$ cat src/rtl/core/sdg_pkg.sv
// Package for the step/direction generator: widths, reset values, command
// and register codes shared by the top level and its serial arithmetic units.
// Depends on nothing.
`default_nettype none

package sdg_pkg;

   localparam int POSITION_WIDTH_DEF = 32;
   localparam int FRACTION_BITS_DEF  = 8;

   // Shift-add multiplier: 32-bit operand times the 16-bit steps per mm.
   localparam int MUL_A_W = 32;
   localparam int MUL_B_W = 16;
   localparam int MUL_P_W = MUL_A_W + MUL_B_W;

   // Restoring divider with a constant dividend of one minute in microseconds.
   localparam int              DIV_DVD_W     = 26;
   localparam int              DIV_D_W       = 32;
   localparam int              DIV_Q_W       = 32;
   localparam [DIV_DVD_W-1:0]  US_PER_MINUTE = 26'd60000000;

   localparam int             CSR_INDEX_W        = 1;
   localparam int             CSR_DATA_W         = 16;
   localparam [CSR_DATA_W-1:0] STEPS_PER_MM_RESET = 16'd80;

   typedef enum logic [CSR_INDEX_W-1:0] {
      CSR_STEPS_PER_MM = 1'b0,
      CSR_INVERT_DIR   = 1'b1
   } csr_index_type;

   typedef enum logic [2:0] {
      CMD_TICK      = 3'd0,
      CMD_FORWARD   = 3'd1,
      CMD_BACKWARD  = 3'd2,
      CMD_MOVE_TO   = 3'd3,
      CMD_SET_COORD = 3'd4
   } cmd_type;

endpackage

`default_nettype wire

$ cat src/rtl/core/sdg_mul.sv
// Bit-serial shift-add multiplier, one multiplier bit per cycle.
// Depends on sdg_pkg for the operand widths.
`default_nettype none

module sdg_mul (
   input  wire logic                        clock,
   input  wire logic                        reset,
   input  wire logic                        start,
   input  wire logic [sdg_pkg::MUL_A_W-1:0] a,
   input  wire logic [sdg_pkg::MUL_B_W-1:0] b,
   output logic                             done,
   output logic      [sdg_pkg::MUL_P_W-1:0] product
);
   import sdg_pkg::*;

   localparam int CNT_W = $clog2(MUL_B_W + 1);

   logic [MUL_P_W-1:0] acc_ff, acc_in;
   logic [MUL_P_W-1:0] mcand_ff, mcand_in;
   logic [MUL_B_W-1:0] mplier_ff, mplier_in;
   logic [CNT_W-1:0]   cnt_ff, cnt_in;
   logic               done_ff, done_in;

   always_comb begin
      acc_in    = acc_ff;
      mcand_in  = mcand_ff;
      mplier_in = mplier_ff;
      cnt_in    = cnt_ff;
      done_in   = 1'b0;
      if (start) begin
         acc_in    = '0;
         mcand_in  = MUL_P_W'(a);
         mplier_in = b;
         cnt_in    = CNT_W'(MUL_B_W);
      end else if (cnt_ff != '0) begin
         if (mplier_ff[0]) begin
            acc_in = acc_ff + mcand_ff;
         end
         mcand_in  = {mcand_ff[MUL_P_W-2:0], 1'b0};
         mplier_in = {1'b0, mplier_ff[MUL_B_W-1:1]};
         cnt_in    = cnt_ff - CNT_W'(1);
         done_in   = (cnt_ff == CNT_W'(1));
      end
   end

   always_ff @(posedge clock) begin
      acc_ff    <= acc_in;
      mcand_ff  <= mcand_in;
      mplier_ff <= mplier_in;
      if (reset) begin
         cnt_ff  <= '0;
         done_ff <= 1'b0;
      end else begin
         cnt_ff  <= cnt_in;
         done_ff <= done_in;
      end
   end

   assign done    = done_ff;
   assign product = acc_ff;

endmodule

`default_nettype wire

$ cat src/rtl/core/sdg_div.sv
// Restoring divider for the step interval: one minute in microseconds over
// a 32-bit divisor, one quotient bit per cycle. Depends on sdg_pkg.
`default_nettype none

module sdg_div (
   input  wire logic                        clock,
   input  wire logic                        reset,
   input  wire logic                        start,
   input  wire logic [sdg_pkg::DIV_D_W-1:0] divisor,
   output logic                             done,
   output logic      [sdg_pkg::DIV_Q_W-1:0] quotient
);
   import sdg_pkg::*;

   localparam int CNT_W = $clog2(DIV_DVD_W + 1);

   logic [DIV_D_W-1:0]   rem_ff, rem_in;
   logic [DIV_D_W-1:0]   dvs_ff, dvs_in;
   logic [DIV_DVD_W-1:0] dvd_ff, dvd_in;
   logic [DIV_DVD_W-1:0] quo_ff, quo_in;
   logic [CNT_W-1:0]     cnt_ff, cnt_in;
   logic                 done_ff, done_in;
   logic [DIV_D_W:0]     trial;
   logic [DIV_D_W:0]     diff;
   logic                 ge;

   always_comb begin
      trial     = {rem_ff, dvd_ff[DIV_DVD_W-1]};
      diff      = trial - {1'b0, dvs_ff};
      ge        = (trial >= {1'b0, dvs_ff});
      rem_in    = rem_ff;
      dvs_in    = dvs_ff;
      dvd_in    = dvd_ff;
      quo_in    = quo_ff;
      cnt_in    = cnt_ff;
      done_in   = 1'b0;
      if (start) begin
         rem_in = '0;
         dvs_in = divisor;
         dvd_in = US_PER_MINUTE;
         quo_in = '0;
         cnt_in = CNT_W'(DIV_DVD_W);
      end else if (cnt_ff != '0) begin
         // The partial remainder stays below the divisor, so it fits 32 bits.
         rem_in  = ge ? diff[DIV_D_W-1:0] : trial[DIV_D_W-1:0];
         quo_in  = {quo_ff[DIV_DVD_W-2:0], ge};
         dvd_in  = {dvd_ff[DIV_DVD_W-2:0], 1'b0};
         cnt_in  = cnt_ff - CNT_W'(1);
         done_in = (cnt_ff == CNT_W'(1));
      end
   end

   always_ff @(posedge clock) begin
      rem_ff <= rem_in;
      dvs_ff <= dvs_in;
      dvd_ff <= dvd_in;
      quo_ff <= quo_in;
      if (reset) begin
         cnt_ff  <= '0;
         done_ff <= 1'b0;
      end else begin
         cnt_ff  <= cnt_in;
         done_ff <= done_in;
      end
   end

   assign done     = done_ff;
   assign quotient = DIV_Q_W'(quo_ff);

endmodule

`default_nettype wire

$ cat src/rtl/core/stepper_step_dir_generator.sv
// Step/direction generator for one stepper axis: top level with the command
// sequencer and axis state. Depends on sdg_pkg, sdg_mul and sdg_div.
//
// One transaction is taken at a time and gives exactly one response. A
// tick, a refused move and an unused code go straight to the commit. A
// set-coordinate runs the 16-step serial scaling multiply, then forms the
// new offset through the difference and sum states. A forward or backward
// move runs the serial feedrate times steps-per-mm product and the 26-step
// bit-serial interval division between the accept and the commit. A move to
// position first scales the position through the same multiplier, and the
// difference is formed over three more states (difference, sum, saturate)
// before the product and the division. A move to position whose difference
// is zero stops after the saturate state. A new transaction is accepted while
// the previous response still waits in the output register, but it cannot
// complete until that response has been taken.
`default_nettype none

module stepper_step_dir_generator #(
   parameter int POSITION_WIDTH = sdg_pkg::POSITION_WIDTH_DEF,
   parameter int FRACTION_BITS  = sdg_pkg::FRACTION_BITS_DEF
) (
   input  wire logic                            clock,
   input  wire logic                            reset,
   input  wire logic                            req_valid,
   output logic                                 req_ready,
   input  wire logic [2:0]                      req_cmd,
   input  wire logic [31:0]                     req_pulse_count,
   input  wire logic [15:0]                     req_feedrate,
   input  wire logic signed [31:0]              req_position_mm,
   output logic                                 rsp_valid,
   input  wire logic                            rsp_ready,
   output logic                                 rsp_step_pulse,
   output logic                                 rsp_direction,
   output logic                                 rsp_moving,
   output logic signed [31:0]                   rsp_position_steps,
   output logic                                 rsp_rejected,
   input  wire logic                            csr_we,
   input  wire logic [sdg_pkg::CSR_INDEX_W-1:0] csr_index,
   input  wire logic [sdg_pkg::CSR_DATA_W-1:0]  csr_wdata
);
   import sdg_pkg::*;

   localparam int PW  = POSITION_WIDTH;
   localparam int D_W = ((PW > MUL_P_W) ? PW : MUL_P_W) + 2;

   typedef enum logic [2:0] {
      S_IDLE, S_SCALE, S_DIFF, S_SUM, S_SAT, S_PROD, S_DIV, S_DONE
   } state_type;

   state_type state_ff, state_in;

   logic [CSR_DATA_W-1:0] spm_ff, spm_in;
   logic                  inv_ff, inv_in;

   logic [2:0]   cmd_ff, cmd_in;
   logic [31:0]  count_ff, count_in;
   logic [15:0]  feed_ff, feed_in;
   logic         pos_neg_ff, pos_neg_in;
   logic         rej_ff, rej_in;
   logic         move_ff, move_in;
   logic         fwd_new_ff, fwd_new_in;
   logic [D_W-1:0] scaled_ff, scaled_in;
   logic [D_W-1:0] diff_ff, diff_in;
   logic [PW-1:0]  off_new_ff, off_new_in;
   logic [31:0]    interval_new_ff, interval_new_in;

   logic [31:0]   step_interval_ff, step_interval_in;
   logic [31:0]   wait_count_ff, wait_count_in;
   logic [31:0]   steps_left_ff, steps_left_in;
   logic          busy_ff, busy_in;
   logic          forward_dir_ff, forward_dir_in;
   logic [PW-1:0] abs_pos_ff, abs_pos_in;
   logic [PW-1:0] coord_off_ff, coord_off_in;

   logic          rsp_valid_ff, rsp_valid_in;
   logic          rsp_pulse_ff, rsp_pulse_in;
   logic          rsp_dir_ff, rsp_dir_in;
   logic          rsp_moving_ff, rsp_moving_in;
   logic [31:0]   rsp_pos_ff, rsp_pos_in;
   logic          rsp_rej_ff, rsp_rej_in;

   logic               mul_start_ff, mul_start_in;
   logic [MUL_A_W-1:0] mul_a_ff, mul_a_in;
   logic               mul_done;
   logic [MUL_P_W-1:0] mul_product;
   logic               div_start_ff, div_start_in;
   logic [DIV_D_W-1:0] div_divisor_ff, div_divisor_in;
   logic               div_done;
   logic [DIV_Q_W-1:0] div_quotient;

   logic [31:0]    pos_raw;
   logic [31:0]    pos_mag;
   logic [D_W-1:0] scale_mag;
   logic [D_W-1:0] abs_ext;
   logic [D_W-1:0] off_ext;
   logic [D_W-1:0] d_mag;
   logic [31:0]    wait_inc;
   logic           issue;
   logic           commit;

   sdg_mul u_mul (
      .clock   (clock),
      .reset   (reset),
      .start   (mul_start_ff),
      .a       (mul_a_ff),
      .b       (spm_ff),
      .done    (mul_done),
      .product (mul_product)
   );

   sdg_div u_div (
      .clock    (clock),
      .reset    (reset),
      .start    (div_start_ff),
      .divisor  (div_divisor_ff),
      .done     (div_done),
      .quotient (div_quotient)
   );

   always_comb begin
      pos_raw   = req_position_mm;
      pos_mag   = pos_raw[31] ? (~pos_raw + 32'd1) : pos_raw;
      scale_mag = D_W'(mul_product >> FRACTION_BITS);
      abs_ext   = {{(D_W-PW){abs_pos_ff[PW-1]}}, abs_pos_ff};
      off_ext   = {{(D_W-PW){coord_off_ff[PW-1]}}, coord_off_ff};
      d_mag     = diff_ff[D_W-1] ? (~diff_ff + D_W'(1)) : diff_ff;
      wait_inc  = (wait_count_ff == '1) ? wait_count_ff : (wait_count_ff + 32'd1);
      issue     = busy_ff && (steps_left_ff != '0) && (wait_inc >= step_interval_ff);
      commit    = (state_ff == S_DONE) && (!rsp_valid_ff || rsp_ready);

      state_in        = state_ff;
      spm_in          = spm_ff;
      inv_in          = inv_ff;
      cmd_in          = cmd_ff;
      count_in        = count_ff;
      feed_in         = feed_ff;
      pos_neg_in      = pos_neg_ff;
      rej_in          = rej_ff;
      move_in         = move_ff;
      fwd_new_in      = fwd_new_ff;
      scaled_in       = scaled_ff;
      diff_in         = diff_ff;
      off_new_in      = off_new_ff;
      interval_new_in = interval_new_ff;
      mul_start_in    = 1'b0;
      mul_a_in        = mul_a_ff;
      div_start_in    = 1'b0;
      div_divisor_in  = div_divisor_ff;

      step_interval_in = step_interval_ff;
      wait_count_in    = wait_count_ff;
      steps_left_in    = steps_left_ff;
      busy_in          = busy_ff;
      forward_dir_in   = forward_dir_ff;
      abs_pos_in       = abs_pos_ff;
      coord_off_in     = coord_off_ff;

      rsp_valid_in  = rsp_valid_ff && !rsp_ready;
      rsp_pulse_in  = rsp_pulse_ff;
      rsp_dir_in    = rsp_dir_ff;
      rsp_moving_in = rsp_moving_ff;
      rsp_pos_in    = rsp_pos_ff;
      rsp_rej_in    = rsp_rej_ff;

      if (csr_we) begin
         unique case (csr_index)
            CSR_STEPS_PER_MM: spm_in = csr_wdata;
            CSR_INVERT_DIR:   inv_in = csr_wdata[0];
            default:          ;
         endcase
      end

      unique case (state_ff)
         S_IDLE: begin
            if (req_valid) begin
               cmd_in     = req_cmd;
               count_in   = req_pulse_count;
               feed_in    = req_feedrate;
               pos_neg_in = pos_raw[31];
               rej_in     = 1'b0;
               move_in    = 1'b0;
               state_in   = S_DONE;
               unique case (req_cmd) inside
                  CMD_FORWARD, CMD_BACKWARD, CMD_MOVE_TO: begin
                     if (req_feedrate == '0 || spm_ff == '0) begin
                        rej_in = 1'b1;
                     end else if (req_cmd == CMD_MOVE_TO) begin
                        mul_start_in = 1'b1;
                        mul_a_in     = pos_mag;
                        state_in     = S_SCALE;
                     end else begin
                        fwd_new_in   = (req_cmd == CMD_FORWARD);
                        move_in      = 1'b1;
                        mul_start_in = 1'b1;
                        mul_a_in     = MUL_A_W'(req_feedrate);
                        state_in     = S_PROD;
                     end
                  end
                  CMD_SET_COORD: begin
                     mul_start_in = 1'b1;
                     mul_a_in     = pos_mag;
                     state_in     = S_SCALE;
                  end
                  default: ;
               endcase
            end
         end
         S_SCALE: begin
            if (mul_done) begin
               scaled_in = pos_neg_ff ? (~scale_mag + D_W'(1)) : scale_mag;
               state_in  = S_DIFF;
            end
         end
         S_DIFF: begin
            diff_in  = (cmd_ff == CMD_SET_COORD) ? (abs_ext - scaled_ff)
                                                 : (scaled_ff - abs_ext);
            state_in = S_SUM;
         end
         S_SUM: begin
            if (cmd_ff == CMD_SET_COORD) begin
               off_new_in = diff_ff[PW-1:0];
               state_in   = S_DONE;
            end else begin
               diff_in  = diff_ff + off_ext;
               state_in = S_SAT;
            end
         end
         S_SAT: begin
            // A zero difference leaves the axis alone.
            if (diff_ff == '0) begin
               state_in = S_DONE;
            end else begin
               fwd_new_in   = !diff_ff[D_W-1];
               count_in     = (d_mag[D_W-1:32] != '0) ? '1 : d_mag[31:0];
               move_in      = 1'b1;
               mul_start_in = 1'b1;
               mul_a_in     = MUL_A_W'(feed_ff);
               state_in     = S_PROD;
            end
         end
         S_PROD: begin
            if (mul_done) begin
               div_start_in   = 1'b1;
               div_divisor_in = mul_product[DIV_D_W-1:0];
               state_in       = S_DIV;
            end
         end
         S_DIV: begin
            if (div_done) begin
               interval_new_in = div_quotient;
               state_in        = S_DONE;
            end
         end
         S_DONE: begin
            if (commit) begin
               rsp_pulse_in = 1'b0;
               case (cmd_ff) inside
                  CMD_TICK: begin
                     if (issue) begin
                        rsp_pulse_in  = 1'b1;
                        wait_count_in = '0;
                        steps_left_in = steps_left_ff - 32'd1;
                        abs_pos_in    = forward_dir_ff ? (abs_pos_ff + PW'(1))
                                                       : (abs_pos_ff - PW'(1));
                     end else begin
                        wait_count_in = wait_inc;
                     end
                     busy_in = issue ? (steps_left_ff != 32'd1) : (steps_left_ff != '0);
                  end
                  CMD_FORWARD, CMD_BACKWARD, CMD_MOVE_TO: begin
                     if (move_ff) begin
                        forward_dir_in   = fwd_new_ff;
                        step_interval_in = interval_new_ff;
                        steps_left_in    = count_ff;
                        busy_in          = (count_ff != '0);
                     end
                  end
                  CMD_SET_COORD: coord_off_in = off_new_ff;
                  default: ;
               endcase
               rsp_valid_in  = 1'b1;
               rsp_dir_in    = forward_dir_in ^ inv_ff;
               rsp_moving_in = busy_in;
               rsp_pos_in    = 32'(abs_pos_in);
               rsp_rej_in    = rej_ff;
               state_in      = S_IDLE;
            end
         end
         default: state_in = S_IDLE;
      endcase
   end

   always_ff @(posedge clock) begin
      cmd_ff          <= cmd_in;
      count_ff        <= count_in;
      feed_ff         <= feed_in;
      pos_neg_ff      <= pos_neg_in;
      fwd_new_ff      <= fwd_new_in;
      scaled_ff       <= scaled_in;
      diff_ff         <= diff_in;
      off_new_ff      <= off_new_in;
      interval_new_ff <= interval_new_in;
      mul_a_ff        <= mul_a_in;
      div_divisor_ff  <= div_divisor_in;
      rsp_pulse_ff    <= rsp_pulse_in;
      rsp_dir_ff      <= rsp_dir_in;
      rsp_moving_ff   <= rsp_moving_in;
      rsp_pos_ff      <= rsp_pos_in;
      rsp_rej_ff      <= rsp_rej_in;
      if (reset) begin
         state_ff         <= S_IDLE;
         spm_ff           <= STEPS_PER_MM_RESET;
         inv_ff           <= 1'b0;
         rej_ff           <= 1'b0;
         move_ff          <= 1'b0;
         mul_start_ff     <= 1'b0;
         div_start_ff     <= 1'b0;
         step_interval_ff <= '0;
         wait_count_ff    <= '0;
         steps_left_ff    <= '0;
         busy_ff          <= 1'b0;
         forward_dir_ff   <= 1'b0;
         abs_pos_ff       <= '0;
         coord_off_ff     <= '0;
         rsp_valid_ff     <= 1'b0;
      end else begin
         state_ff         <= state_in;
         spm_ff           <= spm_in;
         inv_ff           <= inv_in;
         rej_ff           <= rej_in;
         move_ff          <= move_in;
         mul_start_ff     <= mul_start_in;
         div_start_ff     <= div_start_in;
         step_interval_ff <= step_interval_in;
         wait_count_ff    <= wait_count_in;
         steps_left_ff    <= steps_left_in;
         busy_ff          <= busy_in;
         forward_dir_ff   <= forward_dir_in;
         abs_pos_ff       <= abs_pos_in;
         coord_off_ff     <= coord_off_in;
         rsp_valid_ff     <= rsp_valid_in;
      end
   end

   assign req_ready          = (state_ff == S_IDLE);
   assign rsp_valid          = rsp_valid_ff;
   assign rsp_step_pulse     = rsp_pulse_ff;
   assign rsp_direction      = rsp_dir_ff;
   assign rsp_moving         = rsp_moving_ff;
   assign rsp_position_steps = rsp_pos_ff;
   assign rsp_rejected       = rsp_rej_ff;

endmodule

`default_nettype wire

$ cat config.mk
export PLATFORM = sky130hd
export DESIGN_NAME = stepper_step_dir_generator
export DESIGN_NICKNAME = d
export VERILOG_FILES = /design/src/rtl/core/sdg_pkg.sv /design/src/rtl/core/sdg_mul.sv /design/src/rtl/core/sdg_div.sv /design/src/rtl/core/stepper_step_dir_generator.sv
export SDC_FILE = /design/constraint.sdc
export NUM_CORES = 2
export LEC_CHECK = 0
export BUFFER_PORTS_ARGS = -buffer_cell sky130_fd_sc_hd__buf_2
export CORE_MARGIN = 2
export CORE_UTILIZATION = 44
export DETAILED_ROUTE_END_ITERATION = 10
export HOLD_SLACK_MARGIN = 0.08
export PLACE_DENSITY = 0.71
export SYNTH_ARGS = -nofsm -noshare
export SYNTH_HDL_FRONTEND = slang
export SYNTH_HIERARCHICAL = 1
export SYNTH_SLANG_ARGS = --single-unit
$ cat constraint.sdc
create_clock -name clock -period 5.6 [get_ports clock]
set_input_delay 0.28 -clock clock [delete_from_list [all_inputs] [get_ports clock]]
set_output_delay 0.28 -clock clock [all_outputs]
set_load 0.01 [all_outputs]
Word level (Yosys, flattened, before mapping)
Index checks and enable logic that the tools add are counted.

operators by class
  add/subtract/negate cells = 14
  multipliers = 0
  divide/modulo/power cells = 0
  magnitude comparators = 2
  equal/unequal tests = 32
  shift operators = 0
  multiplexer cells = 77
  bitwise gates (word level) = 10
  reduce and logical (&&, ||, !) cells = 50

operator list
  operator                                                count
  two-way mux 32 bit                                      20
  one-hot mux 32 bit (2 select lines)                     3
  two-way mux 50 bit                                      3
  adder 50 x 1 -> 50 bit, second input constant           2
  one-hot mux 50 bit (2 select lines)                     1
  subtractor 50 bit                                       2
  adder 32 x 1 -> 32 bit, second input constant           3
  nonzero test 32 bit                                     2
  subtractor 32 x 1 -> 32 bit, second input constant      2
  adder 50 bit                                            1
  zero test 50 bit                                        1
  inverter 40 -> 50 bit                                   1
  inverter 50 bit                                         1
  adder 48 bit                                            1
  two-way mux 40 bit                                      1
  >= comparator 33 x 32 -> 1 bit                          1
  == test 32 bit, second input constant                   1
  >= comparator 32 x 26 -> 1 bit                          1
  zero test 16 bit                                        2
  two-way mux 16 bit                                      2
  inequality test 32 x 1 -> 1 bit, second input constant  1
  inverter 32 bit                                         1
  subtractor 32 bit                                       1
  two-way mux 1 bit                                       28
  30 further kinds                                        103

word-level totals
  register bits = 724
  latch bits = 0
  RAM bits = 0
  memory bits (read-only) = 0
  input bits = 105
  output and inout bits = 38
  logic and storage cells = 231
  memories = 0

Longest topological paths before layout
  depth in word-level cells = 8
  gate-level depth with buffers = 23
  gate-level depth less buffers = 19

Hierarchy
Netlist, hierarchy kept.

modules (own cells, without submodules)
  module                      times used  cells each  area an instance (um^2)  sequential area each (um^2)
  stepper_step_dir_generator  1           3755        32931.6                  13262.7
  sdg_mul                     1           806         7283.2                   2842.7
  sdg_div                     1           703         6150.9                   2602.5

Worst setup path after synthesis
OpenSTA, ideal clock, no wires.

  path type = reg2reg
  start point = register cmd_ff[1]
  end point = register diff_ff[0], enable pin
  arrival = 4.674 ns
  required time = 5.019 ns
  setup slack = 0.345 ns
  cell stages (with the launch flop) = 9
  buffers on the path = 5
  clock period less this slack = 5.255 ns
  path through = edfxtp_1 -> or3b_2 -> clkbuf_1 -> clkbuf_1 -> clkbuf_1 -> clkbuf_1 -> buf_1 -> nor2_1 -> nor2b_1

between the ends
  longest elaborated chain between the ends = 3

ends and longest elaborated chain
  what                             RTL line                           source
  from (decl)                      stepper_step_dir_generator.sv:55   logic [2:0] cmd_ff, cmd_in;
  from (signal assigned)           stepper_step_dir_generator.sv:294  cmd_ff <= cmd_in;
  == test 3 bit                    stepper_step_dir_generator.sv:220  if (cmd_ff == CMD_SET_COORD) begin
  inequality test 2 bit (no line)  n/a
  AND reduction 2 bit (no line)    n/a
  to (signal assigned)             stepper_step_dir_generator.sv:300  diff_ff <= diff_in;
  to (decl)                        stepper_step_dir_generator.sv:63   logic [D_W-1:0] diff_ff, diff_in;

Every way passes these cells.
A chain may end at the register's enable or synchronous reset.

Worst setup path after layout
  start point = register wait_count_ff[0]
  end point = register abs_pos_ff[19]

between the ends
  longest elaborated chain between the ends = 6
  elaborated cells between the ends (all ways) = 7
  those cells by class = add/sub: 1; order compare: 1; eq/ne: 1; mux: 3; reduce/logical: 1

ends and longest elaborated chain
  what                                                      RTL line                           source
  from (decl)                                               stepper_step_dir_generator.sv:68   logic [31:0] wait_count_ff, wait_count_in;
  from (signal assigned)                                    stepper_step_dir_generator.sv:335  wait_count_ff <= wait_count_in;
  adder 32 x 1 -> 32 bit or == test 32 bit (tied branches)  stepper_step_dir_generator.sv:127  wait_inc = (wait_count_ff == '1) ? wait_count_ff : (wait_count_ff + 32'd1);
  two-way mux 32 bit (*)                                    stepper_step_dir_generator.sv:127
  >= comparator 32 x 26 -> 1 bit (*)                        stepper_step_dir_generator.sv:128  issue = busy_ff && (steps_left_ff != '0) && (wait_inc >= step_interval_ff);
  logical AND 1 bit (*)                                     stepper_step_dir_generator.sv:128
  two-way mux 32 bit (*)                                    stepper_step_dir_generator.sv:259  if (issue) begin
  two-way mux 32 bit (*)                                    stepper_step_dir_generator.sv:257  case (cmd_ff) inside
  to (signal assigned)                                      stepper_step_dir_generator.sv:339  abs_pos_ff <= abs_pos_in;
  to (decl)                                                 stepper_step_dir_generator.sv:72   logic [PW-1:0] abs_pos_ff, abs_pos_in;

Mark *: on every way between the ends. The rest lies on a longest branch, timed or not.

==> impl_metrics.json <==
{
  "fin_crit_sh_pct": 93.11,
  "final-hold-violation-count": 0,
  "pwr-share-comb_pct": 39.6,
  "cts_made_buffers": 84,
  "worst_pin_slew_ns": 1.310,
  "post-dp-hpwl_um": 94960,
  "h-tree-depth": 3,
  "hold_class": "input port to flop",
  "p_leak_nw": 20.10,
  "avgRoutedWirePerCell_um": 18.70,
  "final_cell_mix": "709 x nand2_1, 611 x a21oi_1, 397 x edfxtp_1",
  "synth-main-ff-cell": "edfxtp_1",
  "synthMuxAreaShare_pct": 2.820,
  "vdd_ir_drop_max_mv": 0.3368,
  "postSynthAreaPerCell_um2": 8.808,
  "synth_compound_area_share_pct": 20.72,
  "end_kind": "flop",
  "postCtsSetupRepairBufs": 0,
  "ys_seq_area_share_pct": 40.35,
  "root_buffer": "clkbuf_16",
  "syn-cell-area_mm2": 0.04637,
  "p_switching_mw": 9.068,
  "clkSlewWorstSetupHoldPaths_ns": 0.06,
  "maxCapViolCount": 0,
  "switching_share_pct": 38.89,
  "grt_max_degree": 94,
  "worstSkewPairLatency_ns": 0.67,
  "dr.pass1.iters": 5,
  "grt-ovfl-total": 0,
  "cts.sinks": 736,
  "layout.nets": 5780,
  "ys_seq_elements": 736,
  "max_freq_mhz": 191.8,
  "synthToLayoutAreaGrowth_pct": 12.34,
  "ios": 143,
  "track_usage_pct": 23.20,
  "synth_cell_types": 112,
  "p_per_area_mw_per_mm2": 447.7,
  "p_total_mw": 23.32,
  "tns_ns": 0,
  "io_buffers": 142,
  "place_congestion": 0.9370,
  "synth-edff-count": 397,
  "synthCells": 5264,
  "final_common_cell": "nand2_1",
  "start_util_pct": 44.17,
  "fin_skew_ns": 0.02426,
  "cts_tree": "yes",
  "synth_adder_area_share_pct": 8.355,
  "grt_pass1_vias": 37090,
  "synth-simple-area-share_pct": 17.44,
  "intPower_mw": 14.25,
  "pwr-share-seq_pct": 35.7,
  "final_layout_size_suffix_gt1_share_pct": 9.322,
  "yosys.area_share.xor_xnor_pct": 5.931,
  "slew_headroom_pct": 11.85,
  "path_max_fanout": 34,
  "final-setup-viol-count": 0,
  "synth_top_family_by_area": "compound AO/OA/AOI/OAI gates",
  "synthArstFlopShare_pct": 0,
  "fill_cells": 9685,
  "status": "completed",
  "antenna_found_initial": 5,
  "whs_ns": 0.1344,
  "wirelength_um": 127700,
  "power_frac_clock_pct": 24.8,
  "routed_via_density": 5.823,
  "drc_errors": 0,
  "die_h_um": 328.6,
  "postRouteAntennaNets": 0,
  "dieArea_mm2": 0.1080,
  "cp.required_ns": 6.16,
  "rsz0062_at_grt": "false",
  "fin_crit_ns": 5.214,
  "drv_slew": 0,
  "fp-row-count": 119,
  "crit_type": "flop to flop",
  "core_mm2": 0.1050,
  "grt_pass1_wl_um": 203400,
  "cp-start-kind": "flop",
  "clockBufferDepth": 3,
  "dieWidth_um": 328.6,
  "drtIter0Drc": 3603,
  "dr_total_vias": 39770,
  "ys_warn_count": 6,
  "critPathArrivalTime_ns": 5.78
}
worst paths after layout:
kind,startpoint,end,slack (ns),depth (start not counted)
setup reg to reg,wait_count_ff[0]$_SDFFE_PP0P_,abs_pos_ff[19]$_SDFFE_PP0P_,0.39,20
hold / removal,req_position_mm[31],pos_neg_ff$_DFFE_PP_,0.13,1
hold reg to reg,div_divisor_ff[14]$_DFFE_PP_,u_div/dvs_ff[14]$_DFFE_PP_,0.40,0
setup / recovery,wait_count_ff[0]$_SDFFE_PP0P_,abs_pos_ff[19]$_SDFFE_PP0P_,0.39,20
what timing repair did:
item	in CTS	in global routing
hold buffers	89	0
setup endpoints to repair	0	21
hold endpoints to repair	126	0
resized for setup	0	1
cell usage after synthesis, drive strengths merged (30+ instances only):
cell    instances  share of area, %
a211oi        103               1.7
a31oi          41              0.58
inv           235               1.9
xor2          146               2.8
mux2           61               1.5
and2           35              0.47
buf            51              0.66
clkbuf        222               1.8
nand4          85               1.2
xnor2         168               3.2
a21oi         636               7.1
or3            51              0.71
nand3          92              0.99
mux2i          62               1.3
dfxtp         339                15
ha            300               8.1
nor2          386               3.1
o31ai          51              0.87
nand2         712               5.8
o21bai         52              0.87
nor3           88               1.0
edfxtp        397                26
nand2b         34              0.46
o21a           30              0.49
nor4           56              0.77
and3           38              0.51
o21ai         311               3.4
a21o          101               1.6
or4            31              0.53
nor2b          33              0.45
o211ai         30              0.51
flip-flops by register name (all words and copies together) (netlist names), 48 cells and up:
| name | cells |
|---|---|
| u_mul/mcand_ff | 48 |
| scaled_ff | 50 |
| u_mul/product | 48 |
| diff_ff | 50 |
power groups by stage:
stage          Clock, mW  Combinational, mW  Sequential (mW)
2_1_floorplan          0               7.13             7.92
3_3_place_gp           0               8.88             8.37
3_5_place_dp           0               9.02             8.41
4_1_cts             5.89               9.11             8.31
5_1_grt             6.09               10.2             8.45
6_report            5.77               9.23             8.32
final cells by class:
class / count / area (um^2) / share of cell area, %
multi-input cells: 4024 / 25730 / 49.41
flip-flops and latches: 736 / 18720 / 35.93
clock buffers: 118 / 2467 / 4.737
repair buffers: 287 / 2078 / 3.990
well taps: 1391 / 1740 / 3.341
inverters: 236 / 885.9 / 1.701
clock inverters: 38 / 462.9 / 0.8888
diodes: 1 / 2.502 / 0.004804
layer usage:
| layer | global-route usage (%) | share of wire (%) | vias to the layer above |
|---|---|---|---|
| met4 | 7.356 | 3.0 | 0 |
| met3 | 3.654 | 7.3 | 214 |
| met5 | 0 | 0 | - |
| met2 | 36.75 | 45 | 1412 |
| met1 | 32.43 | 45 | 18830 |
| li1 | - | - | 19320 |
stage by stage:
stage,std cells,worst slack (ns),utilization [%],instance area (um^2)
2_1_floorplan,5269,0.3453,-,46380
3_3_place_gp,6585,0.2685,45.97,48260
3_5_place_dp,6585,0.2306,45.97,48260
4_1_cts,6830,0.2085,49.61,52080
5_1_grt,6831,0.01433,49.62,52090
6_report,6831,0.3856,49.62,52090
kinds of logic after synthesis:
kind of cell	after synthesis
and+or+nand+nor	1729
xor gates and xnor gates	314
other	1
buffers and inverters	509
AOI/OAI and AO/OA	1546
muxes	123
adders and majority gates	306
DFF	736
worst max-delay path, stage by stage, from the launching register on:
cell and delay, ns:
dfxtp_1 0.43, ha_1 0.20, nand2_1 0.09, or2_2 0.30, nor4_1 0.39, nand2_1 0.25, nand4_1 0.31, nor2_1 0.09
xor2_1 0.20, ha_1 0.28, a21o_1 0.18, a21o_1 0.17, a221oi_1 0.30, o211ai_1 0.20, a211oi_1 0.42, or3_1 0.47
inv_2 0.11, buf_12 0.19, mux2i_1 0.19, nor2_1 0.08, a211oi_1 0.25
No activity file was read; power rests on OpenSTA's default activity.
